$ cat src/rtl/rv32dec_pkg.sv
// rv32dec_pkg: opcodes, format codes and the decoded result type for the
// RV32I instruction field decoder. No dependencies.
package rv32dec_pkg;

   // Major opcodes (instruction bits 6..0)
   localparam logic [6:0] OPC_R      = 7'h33;
   localparam logic [6:0] OPC_IARITH = 7'h13;
   localparam logic [6:0] OPC_LOAD   = 7'h03;
   localparam logic [6:0] OPC_STORE  = 7'h23;
   localparam logic [6:0] OPC_BRANCH = 7'h63;
   localparam logic [6:0] OPC_JAL    = 7'h6F;
   localparam logic [6:0] OPC_JALR   = 7'h67;

   // funct7 values
   localparam logic [6:0] F7_BASE = 7'h00;
   localparam logic [6:0] F7_ALT  = 7'h20;

   // funct3 values with special meaning
   localparam logic [2:0] F3_ADD_SUB = 3'd0;
   localparam logic [2:0] F3_SLL     = 3'd1;
   localparam logic [2:0] F3_SR      = 3'd5;
   localparam logic [2:0] F3_LW      = 3'd2;
   localparam logic [2:0] F3_LD      = 3'd3;
   localparam logic [2:0] F3_BLT_LO  = 3'd2;
   localparam logic [2:0] F3_BLT_HI  = 3'd3;
   localparam logic [2:0] F3_LWU     = 3'd6;
   localparam logic [2:0] F3_LDU     = 3'd7;
   localparam logic [2:0] F3_JALR    = 3'd0;

   localparam int unsigned IMM_W = 21;

   // Instruction format codes
   typedef enum logic [2:0] {
      FMT_R      = 3'd0,
      FMT_IARITH = 3'd1,
      FMT_LOAD   = 3'd2,
      FMT_STORE  = 3'd3,
      FMT_BRANCH = 3'd4,
      FMT_JAL    = 3'd5,
      FMT_JALR   = 3'd6
   } fmt_type;

   // One decoded word
   typedef struct packed {
      logic             legal;
      fmt_type          fmt;
      logic [3:0]       mnemonic_code;
      logic [4:0]       dest_reg;
      logic [4:0]       src1_reg;
      logic [4:0]       src2_reg;
      logic [IMM_W-1:0] immediate;
   } dec_result_type;

endpackage

$ cat src/rtl/rv32i_instruction_field_decoder_core.sv
// rv32i_instruction_field_decoder_core: top level of the RV32I field decoder.
// Depends on rv32dec_pkg for opcodes, format codes and the result struct.
//
// Usage:
//   Input channel req_valid/req_ready carries one 32-bit instruction word
//   (req_instr_word). Output channel rsp_valid/rsp_ready carries the decoded
//   fields: legal, format, mnemonic code {bit 30 (R, shifts) or 0, funct3},
//   rd, rs1, rs2 and the raw (not sign extended) immediate, with branch and
//   jal offsets already shifted left by one. Illegal words give all fields zero.
// Timing:
//   Two register stages: an input register, then the decode logic, then a
//   result register. A word accepted into the input register moves, decoded,
//   into the result register, which drives rsp_, once it is empty or taken.
//   One word is accepted per cycle, sustained, while the receiver takes
//   results; throughput is set by the two-entry pipeline.
// Stall and reset:
//   When rsp_ready is low the result holds; the input register still fills,
//   so one more word is accepted before req_ready drops. A synchronous,
//   active-high reset empties both stages; no other state exists.
module rv32i_instruction_field_decoder_core
   import rv32dec_pkg::*;
(
   input  logic        clock,
   input  logic        reset,
   input  logic        req_valid,
   output logic        req_ready,
   input  logic [31:0] req_instr_word,
   output logic        rsp_valid,
   input  logic        rsp_ready,
   output logic        rsp_legal,
   output logic [2:0]  rsp_format,
   output logic [3:0]  rsp_mnemonic_code,
   output logic [4:0]  rsp_dest_reg,
   output logic [4:0]  rsp_src1_reg,
   output logic [4:0]  rsp_src2_reg,
   output logic [20:0] rsp_immediate
);

   logic           s1_valid_ff, s1_valid_in;
   logic [31:0]    s1_word_ff, s1_word_in;
   logic           s2_valid_ff, s2_valid_in;
   dec_result_type s2_result_ff, s2_result_in;
   dec_result_type dec;
   logic           s1_advance;

   // Pipeline flow control
   assign s1_advance = !s2_valid_ff || rsp_ready;
   assign req_ready  = !s1_valid_ff || s1_advance;

   always_comb begin
      s1_valid_in  = s1_valid_ff;
      s1_word_in   = s1_word_ff;
      s2_valid_in  = s2_valid_ff;
      s2_result_in = s2_result_ff;
      if (s1_advance) begin
         s2_valid_in  = s1_valid_ff;
         s2_result_in = dec;
         s1_valid_in  = 1'b0;
      end
      if (req_valid && req_ready) begin
         s1_valid_in = 1'b1;
         s1_word_in  = req_instr_word;
      end
   end

   // Field decode of the registered word
   always_comb begin
      logic [6:0] opc;
      logic [2:0] f3;
      logic [6:0] f7;
      logic       ok;
      opc = s1_word_ff[6:0];
      f3  = s1_word_ff[14:12];
      f7  = s1_word_ff[31:25];
      ok  = 1'b0;
      dec = '0;
      case (opc)
         OPC_R: begin
            ok = (f7 == F7_BASE) ||
                 (f7 == F7_ALT && (f3 == F3_ADD_SUB || f3 == F3_SR));
            dec.fmt           = FMT_R;
            dec.mnemonic_code = {s1_word_ff[30], f3};
            dec.dest_reg      = s1_word_ff[11:7];
            dec.src1_reg      = s1_word_ff[19:15];
            dec.src2_reg      = s1_word_ff[24:20];
         end
         OPC_IARITH: begin
            dec.fmt      = FMT_IARITH;
            dec.dest_reg = s1_word_ff[11:7];
            dec.src1_reg = s1_word_ff[19:15];
            if (f3 == F3_SLL || f3 == F3_SR) begin
               // shift immediates: 5-bit shamt, bit 30 picks sra
               ok = (f7 == F7_BASE) || (f3 == F3_SR && f7 == F7_ALT);
               dec.mnemonic_code = {s1_word_ff[30], f3};
               dec.immediate     = {16'd0, s1_word_ff[24:20]};
            end else begin
               ok = 1'b1;
               dec.mnemonic_code = {1'b0, f3};
               dec.immediate     = {9'd0, s1_word_ff[31:20]};
            end
         end
         OPC_LOAD: begin
            ok = !(f3 == F3_LD || f3 == F3_LWU || f3 == F3_LDU);
            dec.fmt           = FMT_LOAD;
            dec.mnemonic_code = {1'b0, f3};
            dec.dest_reg      = s1_word_ff[11:7];
            dec.src1_reg      = s1_word_ff[19:15];
            dec.immediate     = {9'd0, s1_word_ff[31:20]};
         end
         OPC_STORE: begin
            ok = (f3 <= F3_LW);
            dec.fmt           = FMT_STORE;
            dec.mnemonic_code = {1'b0, f3};
            dec.src1_reg      = s1_word_ff[19:15];
            dec.src2_reg      = s1_word_ff[24:20];
            dec.immediate     = {9'd0, s1_word_ff[31:25], s1_word_ff[11:7]};
         end
         OPC_BRANCH: begin
            ok = !(f3 == F3_BLT_LO || f3 == F3_BLT_HI);
            dec.fmt           = FMT_BRANCH;
            dec.mnemonic_code = {1'b0, f3};
            dec.src1_reg      = s1_word_ff[19:15];
            dec.src2_reg      = s1_word_ff[24:20];
            dec.immediate     = {8'd0, s1_word_ff[31], s1_word_ff[7],
                                 s1_word_ff[30:25], s1_word_ff[11:8], 1'b0};
         end
         OPC_JAL: begin
            ok = 1'b1;
            dec.fmt       = FMT_JAL;
            dec.dest_reg  = s1_word_ff[11:7];
            dec.immediate = {s1_word_ff[31], s1_word_ff[19:12], s1_word_ff[20],
                             s1_word_ff[30:21], 1'b0};
         end
         OPC_JALR: begin
            ok = (f3 == F3_JALR);
            dec.fmt           = FMT_JALR;
            dec.mnemonic_code = {1'b0, f3};
            dec.dest_reg      = s1_word_ff[11:7];
            dec.src1_reg      = s1_word_ff[19:15];
            dec.immediate     = {9'd0, s1_word_ff[31:20]};
         end
         default: begin
            ok = 1'b0;
         end
      endcase
      // illegal words report all fields zero
      if (!ok) begin
         dec = '0;
      end
      dec.legal = ok;
   end

   // Control registers
   always_ff @(posedge clock) begin
      if (reset) begin
         s1_valid_ff <= 1'b0;
         s2_valid_ff <= 1'b0;
      end else begin
         s1_valid_ff <= s1_valid_in;
         s2_valid_ff <= s2_valid_in;
      end
   end

   // Payload registers
   always_ff @(posedge clock) begin
      s1_word_ff   <= s1_word_in;
      s2_result_ff <= s2_result_in;
   end

   assign rsp_valid         = s2_valid_ff;
   assign rsp_legal         = s2_result_ff.legal;
   assign rsp_format        = s2_result_ff.fmt;
   assign rsp_mnemonic_code = s2_result_ff.mnemonic_code;
   assign rsp_dest_reg      = s2_result_ff.dest_reg;
   assign rsp_src1_reg      = s2_result_ff.src1_reg;
   assign rsp_src2_reg      = s2_result_ff.src2_reg;
   assign rsp_immediate     = s2_result_ff.immediate;

endmodule
$ cat config.mk
export PLATFORM = sky130hd
export DESIGN_NAME = rv32i_instruction_field_decoder_core
export DESIGN_NICKNAME = d
export VERILOG_FILES = /design/src/rtl/rv32dec_pkg.sv /design/src/rtl/rv32i_instruction_field_decoder_core.sv
export SDC_FILE = /design/constraint.sdc
export NUM_CORES = 1
export LEC_CHECK = 0
export BUFFER_PORTS_ARGS = -buffer_cell sky130_fd_sc_hd__buf_2
export CORE_ASPECT_RATIO = 2
export CORE_MARGIN = 10
export CORE_UTILIZATION = 40
export CTS_CLUSTER_SIZE = 12
export DETAILED_ROUTE_END_ITERATION = 12
export GPL_TIMING_DRIVEN = 0
export PLACE_DENSITY = 0.76
export REMOVE_ABC_BUFFERS = 1
export SYNTH_ARGS = -nofsm -noshare
export SYNTH_HDL_FRONTEND = slang
export SYNTH_SLANG_ARGS = --single-unit
$ cat constraint.sdc
create_clock -name clock -period 4.2 [get_ports clock]
set_input_delay 0.21 -clock clock [delete_from_list [all_inputs] [get_ports clock]]
set_output_delay 0.21 -clock clock [all_outputs]
set_load 0.005 [all_outputs]
# Word-level counts from Yosys, hierarchy flattened
# Index checks and enable logic that the tools add are counted.
[classes] magnitude_cmp=1 n_eq_ne=14 mux=9 n_reduce_logical=27
[op_table] cell="case mux 21 bit (5 select lines)" count=1
[op_table] cell="== test 7 x 6 -> 1 bit (second input constant)" count=3
[op_table] cell="== test 7 bit (second input constant)" count=3
[op_table] cell="case mux 3 bit (6 select lines)" count=1
[op_table] cell="2-to-1 mux 12 bit" count=1
[op_table] cell="case mux 4 bit (3 select lines)" count=1
[op_table] cell="== test 3 bit (second input constant)" count=3
[op_table] cell="logical OR 1 bit" count=9
[op_table] cell="== test 7 x 2 -> 1 bit (second input constant)" count=1
[op_table] cell="== test 7 x 5 -> 1 bit (second input constant)" count=1
[op_table] cell="zero test 7 bit" count=1
[op_table] cell="case mux 1 bit (7 select lines)" count=1
[op_table] cell="== test 3 x 2 -> 1 bit (second input constant)" count=2
[op_table] cell="AND reduction 2 bit" count=3
[op_table] cell="OR reduction 6 bit" count=1
[op_table] cell="OR reduction 5 bit" count=1
[op_table] cell="zero test 1 bit" count=4
[op_table] cell="2-to-1 mux 4 bit" count=1
[op_table] cell="OR reduction 4 bit" count=1
[op_table] cell="== test 3 x 1 -> 1 bit (second input constant)" count=1
[op_table] cell="<= comparator 3 x 2 -> 1 bit (second input constant)" count=1
[op_table] cell="logical AND 1 bit" count=3
[op_table] cell="zero test 3 bit" count=1
[op_table] cell="2-to-1 mux 1 bit" count=3
[op_table] cell="3 further kinds" count=3
[totals] ff_bits=78 inputBits=36 output_inout_bits=46

# Logic depth before layout (Yosys ltp)
# Gate-level depths: netlist (run 1).
[depth] ltp_word=6 ltp_mapped=8 mapped_depth_nobuf=6

# Worst setup path before layout (run 1)
# Ideal clock, no wire load.
[synth_path] kind="reg-to-reg" startpoint="register s1_word_ff[3]" endpoint="register s2_result_ff (netlist bit rsp_mnemonic_code[0]), data pin" setup_time_ns=0.133 t_arrival_ns=1.754 required_time_ns=4.067 slack_ns=2.313 path_stages_with_launch=8 n_path_buf=1 synth_period_minus_slack_ns=1.887 cell_sequence="edfxtp_1 -> nand4bb_4 -> or3b_4 -> o221ai_2 -> nor2_2 -> clkinv_2 -> buf_6 -> and3_1"
[synth_rtl] element="start: declaration" line_no="rv32i_instruction_field_decoder_core.sv:40" source="logic [31:0] s1_word_ff, s1_word_in;"
[synth_rtl] element="start signal: assignment" line_no="rv32i_instruction_field_decoder_core.sv:166" source="s1_word_ff <= s1_word_in;"
[synth_rtl] element="end signal: assignment" line_no="rv32i_instruction_field_decoder_core.sv:167" source="s2_result_ff <= s2_result_in;"
[synth_rtl] element="end: declaration" line_no="rv32i_instruction_field_decoder_core.sv:42" source="dec_result_type s2_result_ff, s2_result_in;"

# Worst setup path in the final report (run 1)
[layout_path] startpoint="register s1_word_ff[6]" endpoint="register s2_result_ff (netlist bit rsp_src1_reg[2]), data pin"
[layout_between] elab_chain_len=3
[layout_lines] element="== test 7 bit, or another cell as far along" line_no="rv32i_instruction_field_decoder_core.sv:77" source="case (opc)"
[layout_lines] element="case mux 1 bit (7 select lines) or OR reduction 6 bit (tied branches)"
[layout_lines] element="AND reduction 2 bit (no line) *"
# Every way passes the cells marked *; elsewhere a longest branch is shown, timed or not.
# A chain may end at the register's enable or synchronous reset.

==> results of run 1 <==
logic make-up after synthesis:
family / after synthesis / share of synthesized area
flops: 78 / 0.778
simple gates: 77 / 0.149
xor+xnor: 1 / 0.00294
buf+inv: 9 / 0.0151
compound gates: 23 / 0.0545
metrics by stage:
stage          instances  power (uW)  utilization  hold slack (ps)
2_1_floorplan        184         948            -              282
4_1_cts              373        1730        0.519             35.5
3_5_place_dp         357         993        0.479              388
3_3_place_gp         357         990        0.479              385
5_1_grt              373        1780        0.519             37.6
6_report             373        1710        0.519             46.1
where the power goes:
group | total [uW] | internal [uW] | switching, uW
logic | 67.9 | 31.2 | 36.7
clock network | 739 | 455 | 284
registers | 907 | 889 | 17.9
worst max-delay path, cell delays in order, from the launching register on:
cell and delay (ps):
edfxtp_1 500, nand2b_1 200, a32oi_1 230, o221ai_2 200, nor2_2 570, clkinv_2 330
and3_1 260
how the worst min path moves through the flow:
stage,startpoint,end,slack (ps),depth (start not counted)
floorplan,reset,rsp_valid,280,1
global route,req_instr_word[21],s1_word_ff[21],40,1
global placement,reset,s1_valid_ff,390,2
finish,reset,rsp_valid,50,2
CTS,reset,rsp_valid,40,2
detailed placement,req_instr_word[1],s1_word_ff[1],390,1
per-layer routing:
layer / GRT usage / vias to the layer above
met3: 0.0443 / 11
met1: 0.0933 / 831
met5: 0 / -
li1: - / 883
met4: 0.0605 / 0
met2: 0.196 / 49
synthesized netlist by cell type, drive strengths merged, types with 4 or more instances:
cell,number
edfxtp,76
nor2,21
and2,17
and3,13
a21oi,6
nand2,5
nor3b,5
o21ai,5
a22oi,4
inv,4
area by class of cell:
type | count | area (um^2) | area share
inverters | 5 | 20.0 | 0.00531
repair buffers | 81 | 405 | 0.107
multi-input cells | 101 | 618 | 0.164
flip-flops and latches | 78 | 2320 | 0.616
clock buffers | 9 | 225 | 0.0597
clock inverters | 7 | 65.1 | 0.0173
well taps | 92 | 115 | 0.0305
==> summary.md, run 1 <==
| Metric | Value |
|---|---|
| H-tree depth | 3 |
| Post-synth ARST share | 0 |
| Area fraction of the dominant cell type after synthesis | 0.765 |
| CP Data Required Time | ~4300 ps |
| Io pins | 82 |
| Syn avg cell area | 15.9 um^2 |
| EDFF count, synth | 76 |
| Seq/Total Area, Yosys | 0.778 |
| Crit path to | rsp_src1_reg[2] |
| Pre-CTS setup slack | 1620 ps |
| Share of layout cells above drive strength 1 | 0.381 |
| Total grt overflow | 0 |
| Most frequent cells in the layout | buf_2, edfxtp_1, nor2_1 |
| Hold buffers post-CTS | 0 |
| CP startpoint kind | flip-flop |
| TritonCTS clock tree | yes |
| Initial antenna violation count | 0 |
| Routed wl met2 | ~3500 um |
| Final net count | 312 |
| Fill cells | 658 |
| Cells after Synth | 188 |
| R2R depth | 6 |
| Resize count post-CTS | 0 |
| Clk pin slew, worst setup/hold paths | around 60 ps |
| FF-to-FF End | rsp_src1_reg[2] |
| WL met1 | about 2000 um |
| Final Hold Viols | 0 |
| Yosys Warn Count | 0 |
| Clock net sink count | 78 |
| TNS Setup | 0 ps |
| Post-Route WL | 5930 um |
| Worst setup path start | s1_word_ff[6] |
| Yosys cell types | 30 |
| Post-DP Area | roughly 3500 um^2 |
| Post-layout minimum cycle time | 2560 ps |
| Vias | 1,774 |
| Die Y | 142 um |
| Post CTS Setup Buffer Count | 0 |
| Ys flop type | edfxtp_1 |
| Most common cell after layout, fill and taps aside | buf_2 |
| Outcome | finished, final reports clean |
| Max Clk Rate | between 0.3 and 0.4 GHz |
| WL met3 | around 370 um |
| Worst-margin pin slew | 939 ps |
| Power Dens Cells | 455 nW/um^2 |
| Cell taking the most area after synthesis | edfxtp_1 |
| Largest net degree at the start of global routing | 45 |
| Type of the tightest min-delay check | primary input to flip-flop |
| Layout area overhead | 26.4% |
| RSZ-0062 raised after global routing | no |
| Maxcap violations | 0 |
| Final worst path period share | 0.610 |
| Relative slew slack | 0.369 |
| Final setup vio count | 0 |
| Clk buf depth | 2 |
| Initial Util | 0.411 |
| Clock latency on the worst-skew pair | 330 ps |
| Biggest register | s1_word_ff |
| R2R Path Start | s1_word_ff[6] |
| Core Area | 7270 um^2 |
| Vias in the first global route | 1,844 |
| Register-to-Register Setup Slack | 1640 ps |
| Initial DRC Count | 126 |
| CP Capture Type | flip-flop |
| TritonCTS Buffers | 9 |
| I/O Buffers | 81 |
| Final Cell Area | ~3800 um^2 |
| Post-synthesis cell area | 2980 um^2 |
| Detailed Place HPWL | 4580 um |
| LEAKAGE | 0.00162 uW |
| Final ANT Viol Nets | 0 |
| First drt pass iteration count | 4 |
| GPL Wtd Cong | 0.884 |
| First-pass GRT wire length | 9140 um |
| Max VDD drop | ~240 uV |
| Antenna Cells | 0 |
| Worst EP arrival | 2650 ps |
| WL/cell | about 16 um |
| Row count | 44 |
| Clk root buf | clkbuf_16 |
| Crit Path Max Fanout | 17 |
| Final worst slack | about 1600 ps |
| DR vias/cell | between 4 and 5 |
| Top cells by area, synth | edfxtp_1, and2_1, and3_1 |
| Die ar. | 11,500 um^2 |
| Max Slew Vio Count | 0 |
| GRT Total Usage | 0.108 |
| Skew final | 5.48 ps |
| Max reg flops | 32 |
| DRC Markers | 0 |
| #FFs+latches synth | 78 |
| WS Path Type | flip-flop to flip-flop |
| Die width | approximately 81 um |
| Highest routed layer | met4 |
Power figures use the tool's default switching activity.
==> run 2: changes to the inputs <==
==> constraint.sdc (replaced) <==
create_clock -name clock -period 2.6 [get_ports clock]
set_input_delay 0.13 -clock clock [delete_from_list [all_inputs] [get_ports clock]]
set_output_delay 0.13 -clock clock [all_outputs]
set_load 0.005 [all_outputs]
==> run 2 against run 1 <==
Against the previous run: register-to-register slack got worse by 1300 ps; maximum frequency rose by 11%; cell area rose by 8.9%; total power rose by 64%; sequential power rose by 62%; sequential share of layout area fell by 5.0 points; critical path type unchanged; largest cell class unchanged; highest routed layer unchanged.
==> summary.md, run 2 (synthesis results as in run 1) <==
| Metric | Value |
|---|---|
| Most frequent cells in the layout | buf_2, edfxtp_1, dlygate4sd3_1 |
| Fill cells | 612 (-7.0%) |
| Biggest register | s1_word_ff |
| TNS Setup | 0 ps (unchanged) |
| Crit path buffers/inverters | 1 (unchanged) |
| Register-to-Register Setup Slack | 300 ps (-1340 ps) |
| Max reg flops | 32 (unchanged) |
| Outcome | finished, final reports clean |
| DRC Markers | 0 (unchanged) |
| Final worst path period share | 0.885 (+0.274) |
| Final Cell Area | 4110 um^2 (+8.9%) |
| I/O Buffers | 81 (unchanged) |
| Final net count | 345 (+11%) |
| Clock net sink count | 78 (unchanged) |
| RSZ-0062 raised after global routing | no |
| Core Area | 7270 um^2 (unchanged) |
| Die ar. | 11,500 um^2 (unchanged) |
| Critical path's slowest cell | edfxtp_1 |
| Clk root buf | clkbuf_16 |
| Hold slack | 48.5 ps (+2.36 ps) |
| TritonCTS clock tree | yes |
| Crit Path Max Fanout | 17 (unchanged) |
| Clk pin slew, worst setup/hold paths | 50 ps (about the same) |
| DR vias/cell | 4.76 (+0.16%) |
| Post-layout minimum cycle time | 2300 ps (-263 ps) |
| Initial antenna violation count | 0 (unchanged) |
| Vias | 1,934 (+9.0%) |
| Largest net degree at the start of global routing | 45 (unchanged) |
| Max VDD drop | 489 uV (+110%) |
| Initial DRC Count | 112 (-11%) |
| WS Path Type | flip-flop to flip-flop |
| Final ANT Viol Nets | 0 (unchanged) |
| R2R Path Start | s1_word_ff[6] |
| First drt pass iteration count | 4 (unchanged) |
| WL/cell | 15.5 um (-2.3%) |
| Worst EP arrival | 2380 ps (-270 ps) |
| Power Dens Cells | 684 nW/um^2 (+50%) |
| Vias in the first global route | 1,996 (+8.2%) |
| Detailed Place HPWL | 4580 um (unchanged) |
| Worst-margin pin slew | 958 ps (+19.5 ps) |
| Maxcap violations | 0 (unchanged) |
| Share of layout cells above drive strength 1 | 0.341 (-0.0400) |
| H-tree depth | 3 (unchanged) |
| Kind of cell adding the most delay to the critical path | simple AND/OR/NAND/NOR gates |
| Most common cell after layout, fill and taps aside | buf_2 |
| Final worst slack | 300 ps (-1340 ps) |
| Post-DP Area | 3480 um^2 (unchanged) |
| Crit path cell chain | nand2b_1, a32oi_1, o221ai_2, nor2_4, clkinv_2, and3_1 |
| R2R depth | 6 (unchanged) |
| Clock latency on the worst-skew pair | 330 ps (about the same) |
| Power Total | 2810 uW (+64%) |
| Final setup vio count | 0 (unchanged) |
| Post-Route WL | 6310 um (+6.4%) |
| CP startpoint kind | flip-flop |
| Initial Util | 0.411 (unchanged) |
| Max Slew Vio Count | 0 (unchanged) |
| GRT Total Usage | 0.114 (+0.00692) |
| Relative slew slack | 0.356 (-0.0131) |
| WP depth | 6 (unchanged) |
| Post CTS Setup Buffer Count | 0 (unchanged) |
| LEAKAGE | 0.00176 uW (+8.7%) |
| Max Clk Rate | 0.435 GHz (+11%) |
| Row count | 44 (unchanged) |
| Worst stage delay on the critical path | 500 ps (-70 ps) |
| Type of the tightest min-delay check | primary input to flip-flop |
| Io pins | 82 (unchanged) |
| Die Y | 142 um (unchanged) |
| Antenna Cells | 0 (unchanged) |
| Final Hold Viols | 0 (unchanged) |
| Worst setup path start | s1_word_ff[6] |
| Skew final | 5.54 ps (+0.0675 ps) |
| CP Capture Type | flip-flop |
| Clk buf depth | 2 (unchanged) |
| Pre-CTS setup slack | 20.2 ps (-1600 ps) |
| Die width | 81.1 um (unchanged) |
| GPL Wtd Cong | 0.884 (unchanged) |
| Crit path to | rsp_src1_reg[2] |
| Layout area overhead | 37.6% |
| First-pass GRT wire length | 9870 um (+8.0%) |
| Total grt overflow | 0 (unchanged) |
| Hold Path Stages | 3 (+1) |
| TritonCTS Buffers | 9 (unchanged) |
| CP Data Required Time | 2680 ps (-1600 ps) |
| FF-to-FF End | rsp_src1_reg[2] |
[run 2: repair_timing]
item                                   4_1_cts  5_1_grt
hold buffers                                33        0
setup endpoints to repair                    0       14
endpoints found under the hold margin       34        0
gates resized for setup                      0        1
[run 2: worst min path at each step]
stage	startpoint	to	slack, ps
after global routing	req_valid	s1_valid_ff	80
final	req_valid	s1_valid_ff	50
after detailed placement	req_instr_word[1]	s1_word_ff[1]	310
after global placement	reset	s1_valid_ff	310
after floorplan	reset	rsp_valid	200
after CTS	req_valid	s1_valid_ff	20
[run 2: area by class of cell]
| type | instances | area [um^2] | share of cell area |
|---|---|---|---|
| flip-flops and latches | 78 | 2320 | 0.566 |
| clock inverters | 7 | 65.1 | 0.0158 |
| repair buffers | 114 | 736 | 0.179 |
| well taps | 92 | 115 | 0.0280 |
| inverters | 5 | 20.0 | 0.00488 |
| multi-input cells | 101 | 623 | 0.152 |
| clock buffers | 9 | 225 | 0.0548 |
[run 2: power by group]
part / internal [uW] / switching (uW) / leakage, uW / total, uW
Sequential: 1440 / 29.4 / 0.000853 / 1470
Clock: 734 / 457 / 0.000141 / 1190
Combinational: 82.8 / 67.3 / 0.000763 / 150
Total: 2250 / 554 / 0.00176 / 2810
[run 2: worst min-delay path: cells and delay by family]
| family | cells | cell delay [ps] |
|---|---|---|
| simple gates | 1 | 80 |
| buf+inv | 1 | 100 |
| compound gates | 1 | 40 |
[run 2: metrics by stage]
stage,instances,util
6_report,406,0.565
5_1_grt,406,0.565
4_1_cts,406,0.564
3_5_place_dp,357,0.479
3_3_place_gp,357,0.479
2_1_floorplan,184,-
[run 2: routing by layer]
metal / part of all wire / vias to the layer above / wire [um] / global-route usage
met3: 0.055 / 9 / 348 / 0.0430
met1: 0.33 / 925 / 2070 / 0.101
li1: - / 949 / - / -
met5: 0 / - / 0 / 0
met2: 0.59 / 51 / 3740 / 0.210
met4: 0.023 / 0 / 146 / 0.0632
==> run 3: changes to the inputs <==
--- a/config.mk
+++ b/config.mk
@@ -5,6 +5,7 @@
 export SDC_FILE = /design/constraint.sdc
 export NUM_CORES = 1
 export LEC_CHECK = 0
+export ABC_AREA = 0
 export BUFFER_PORTS_ARGS = -buffer_cell sky130_fd_sc_hd__buf_2
 export CORE_ASPECT_RATIO = 2
 export CORE_MARGIN = 10
@@ -12,7 +13,7 @@
 export CTS_CLUSTER_SIZE = 12
 export DETAILED_ROUTE_END_ITERATION = 12
 export GPL_TIMING_DRIVEN = 0
-export PLACE_DENSITY = 0.76
+export PLACE_DENSITY = 0.71
 export REMOVE_ABC_BUFFERS = 1
 export SYNTH_ARGS = -nofsm -noshare
 export SYNTH_HDL_FRONTEND = slang
==> run 3 against run 2 <==
Against the previous run: cell area up 0.61%; utilization up 0.34 points; total power up 3.6%; combinational power about the same; highest routed layer unchanged.
==> summary.md, run 3 (synthesis results as in run 1) <==
| Metric | Value |
|---|---|
| Clk root buf | clkbuf_16 |
| Clk pin slew, worst setup/hold paths | 60 ps (about the same) |
| Detailed Place HPWL | 4400 um (-3.9%) |
| Largest net degree at the start of global routing | 45 (unchanged) |
| Skew final | 6.17 ps (+0.630 ps) |
| Io pins | 82 (unchanged) |
| Vias in the first global route | 2,006 (+0.50%) |
| P_sw | 555 uW (+0.13%) |
| Initial antenna violation count | 0 (unchanged) |
| Switching power share of the total | 0.191 (-0.00668) |
| GPL Wtd Cong | 0.851 (-3.8%) |
| Type of the tightest min-delay check | primary input to flip-flop |
| Total grt overflow | 0 (unchanged) |
| Max VDD drop | 416 uV (-15%) |
| TritonCTS clock tree | yes |
| Final net count | 345 (unchanged) |
| Combinational power share | 0.051 (-0.002) |
| CP Capture Type | flip-flop |
| R2R depth | 6 (unchanged) |
| Power Dens Cells | 704 nW/um^2 (+3.0%) |
| Layout area overhead | 38.4% |
| Clk buf depth | 2 (unchanged) |
| Final setup vio count | 0 (unchanged) |
| Die Y | 142 um (unchanged) |
| Final Hold Viols | 0 (unchanged) |
| RSZ-0062 raised after global routing | no |
| First-pass GRT wire length | 9740 um (-1.3%) |
| Row count | 44 (unchanged) |
| Crit path to | rsp_dest_reg[3] |
| TNS Setup | 0 ps (unchanged) |
| Max Slew Vio Count | 0 (unchanged) |
| Post-layout minimum cycle time | 2280 ps (-20.2 ps) |
| LEAKAGE | 0.00176 uW (about the same) |
| Biggest register | s1_word_ff |
| First drt pass iteration count | 4 (unchanged) |
| Register-to-Register Setup Slack | 320 ps (+20 ps) |
| DRC Markers | 0 (unchanged) |
| TritonCTS Buffers | 9 (unchanged) |
| Hold slack | 19.4 ps (-29.1 ps) |
| Antenna Cells | 0 (unchanged) |
| Most frequent cells in the layout | buf_2, edfxtp_1, dlygate4sd3_1 |
| CP Data Required Time | 2680 ps (about the same) |
| Clock latency on the worst-skew pair | 330 ps (about the same) |
| Share of layout cells above drive strength 1 | 0.334 (-0.00637) |
| Relative slew slack | 0.350 (-0.00654) |
| Worst EP arrival | 2360 ps (-20 ps) |
| Die ar. | 11,500 um^2 (unchanged) |
| Core Area | 7270 um^2 (unchanged) |
| Final ANT Viol Nets | 0 (unchanged) |
| Maxcap violations | 0 (unchanged) |
| Reg power frac | 0.504 (-0.018) |
| I/O Buffers | 81 (unchanged) |
| Fin util | 0.569 (+0.00344) |
| Vias | 1,876 (-3.0%) |
| Post CTS Setup Buffer Count | 0 (unchanged) |
| Clock net sink count | 78 (unchanged) |
| Final worst slack | 320 ps (+20.2 ps) |
| Worst-margin pin slew | 968 ps (+9.73 ps) |
| Clock power frac | 0.445 (+0.021) |
| Post-Route WL | 6120 um (-3.0%) |
| WL/cell | 15.1 um (-3.0%) |
| Final worst path period share | 0.877 (-0.00775) |
| Outcome | finished, final reports clean |
| Max Clk Rate | 0.439 GHz (+0.88%) |
| H-tree depth | 3 (unchanged) |
| Most common cell after layout, fill and taps aside | buf_2 |
| Hold Path Stages | 3 (unchanged) |
| Initial DRC Count | 141 (+26%) |
| FF-to-FF End | rsp_dest_reg[3] |
| Crit Path Max Fanout | 17 (unchanged) |
| Die width | 81.1 um (unchanged) |
| Cell-internal power | 2360 uW (+4.5%) |
| DR vias/cell | 4.62 (-3.0%) |
| Worst setup path start | s1_word_ff[6] |
| Initial Util | 0.411 (unchanged) |
| CP startpoint kind | flip-flop |
| WS Path Type | flip-flop to flip-flop |
| R2R Path Start | s1_word_ff[6] |
| Pre-CTS setup slack | 16.6 ps (-3.58 ps) |
| Max reg flops | 32 (unchanged) |
| GRT Total Usage | 0.112 (-0.00201) |
-- run 3: cell count changes in the layout (fill, tap and decap cells not counted), sizes merged --
cell and delta:
clkinv -3, bufinv +1, clkinvlp +1, clkbuf +1
-- run 3: stage by stage --
step	power (uW)	area (um^2)	instances
2_1_floorplan	1530	2960	184
3_3_place_gp	1600	3480	357
3_5_place_dp	1600	3480	357
4_1_cts	2930	4130	406
5_1_grt	3010	4130	406
6_report	2910	4130	406
-- run 3: area by class of cell --
class	count	area, um^2
well taps	92	115
clock inverters	6	86.3
repair buffers	114	736
multi-input cells	101	623
inverters	5	20.0
flip-flops and latches	78	2320
fillers	596	3140
clock buffers	10	229
-- run 3: critical path, stage by stage, from the launching register on --
cell	delay, ps
edfxtp_1	520
nand2b_1	200
a32oi_1	240
o221ai_2	220
nor2_4	360
clkinv_2	250
and3_1	240
-- run 3: how the worst min path moves through the flow --
stage,startpoint,to,slack (ps)
after floorplan,reset,rsp_valid,200
after global placement,reset,s1_valid_ff,300
after detailed placement,req_instr_word[2],s1_word_ff[2],310
after CTS,req_valid,s1_valid_ff,10
after global routing,req_valid,s1_valid_ff,40
final,req_valid,s1_valid_ff,20
-- run 3: timing repair --
item / in CTS / in global routing
setup endpoints to repair: 0 / 13
gates resized for setup: 0 / 1
endpoints found under the hold margin: 34 / 0
hold buffers: 33 / 0
-- run 3: power groups by stage --
stage                     Combinational (uW)  Sequential (uW)  Clock, uW
after floorplan                         42.8             1490          0
final                                    149             1470       1300
after CTS                                151             1470       1320
after detailed placement                 112             1490          0
after global routing                     166             1470       1380
after global placement                   109             1490          0
-- run 3: per-layer routing --
layer  wire length (um)  track usage  share of wire  vias up
li1                   -            -              -      952
met1               2120        0.109           0.35      858
met2               3430        0.194           0.56       57
met3                417       0.0405          0.068        9
met4                148       0.0687          0.024        0
met5                  0            0              0        -
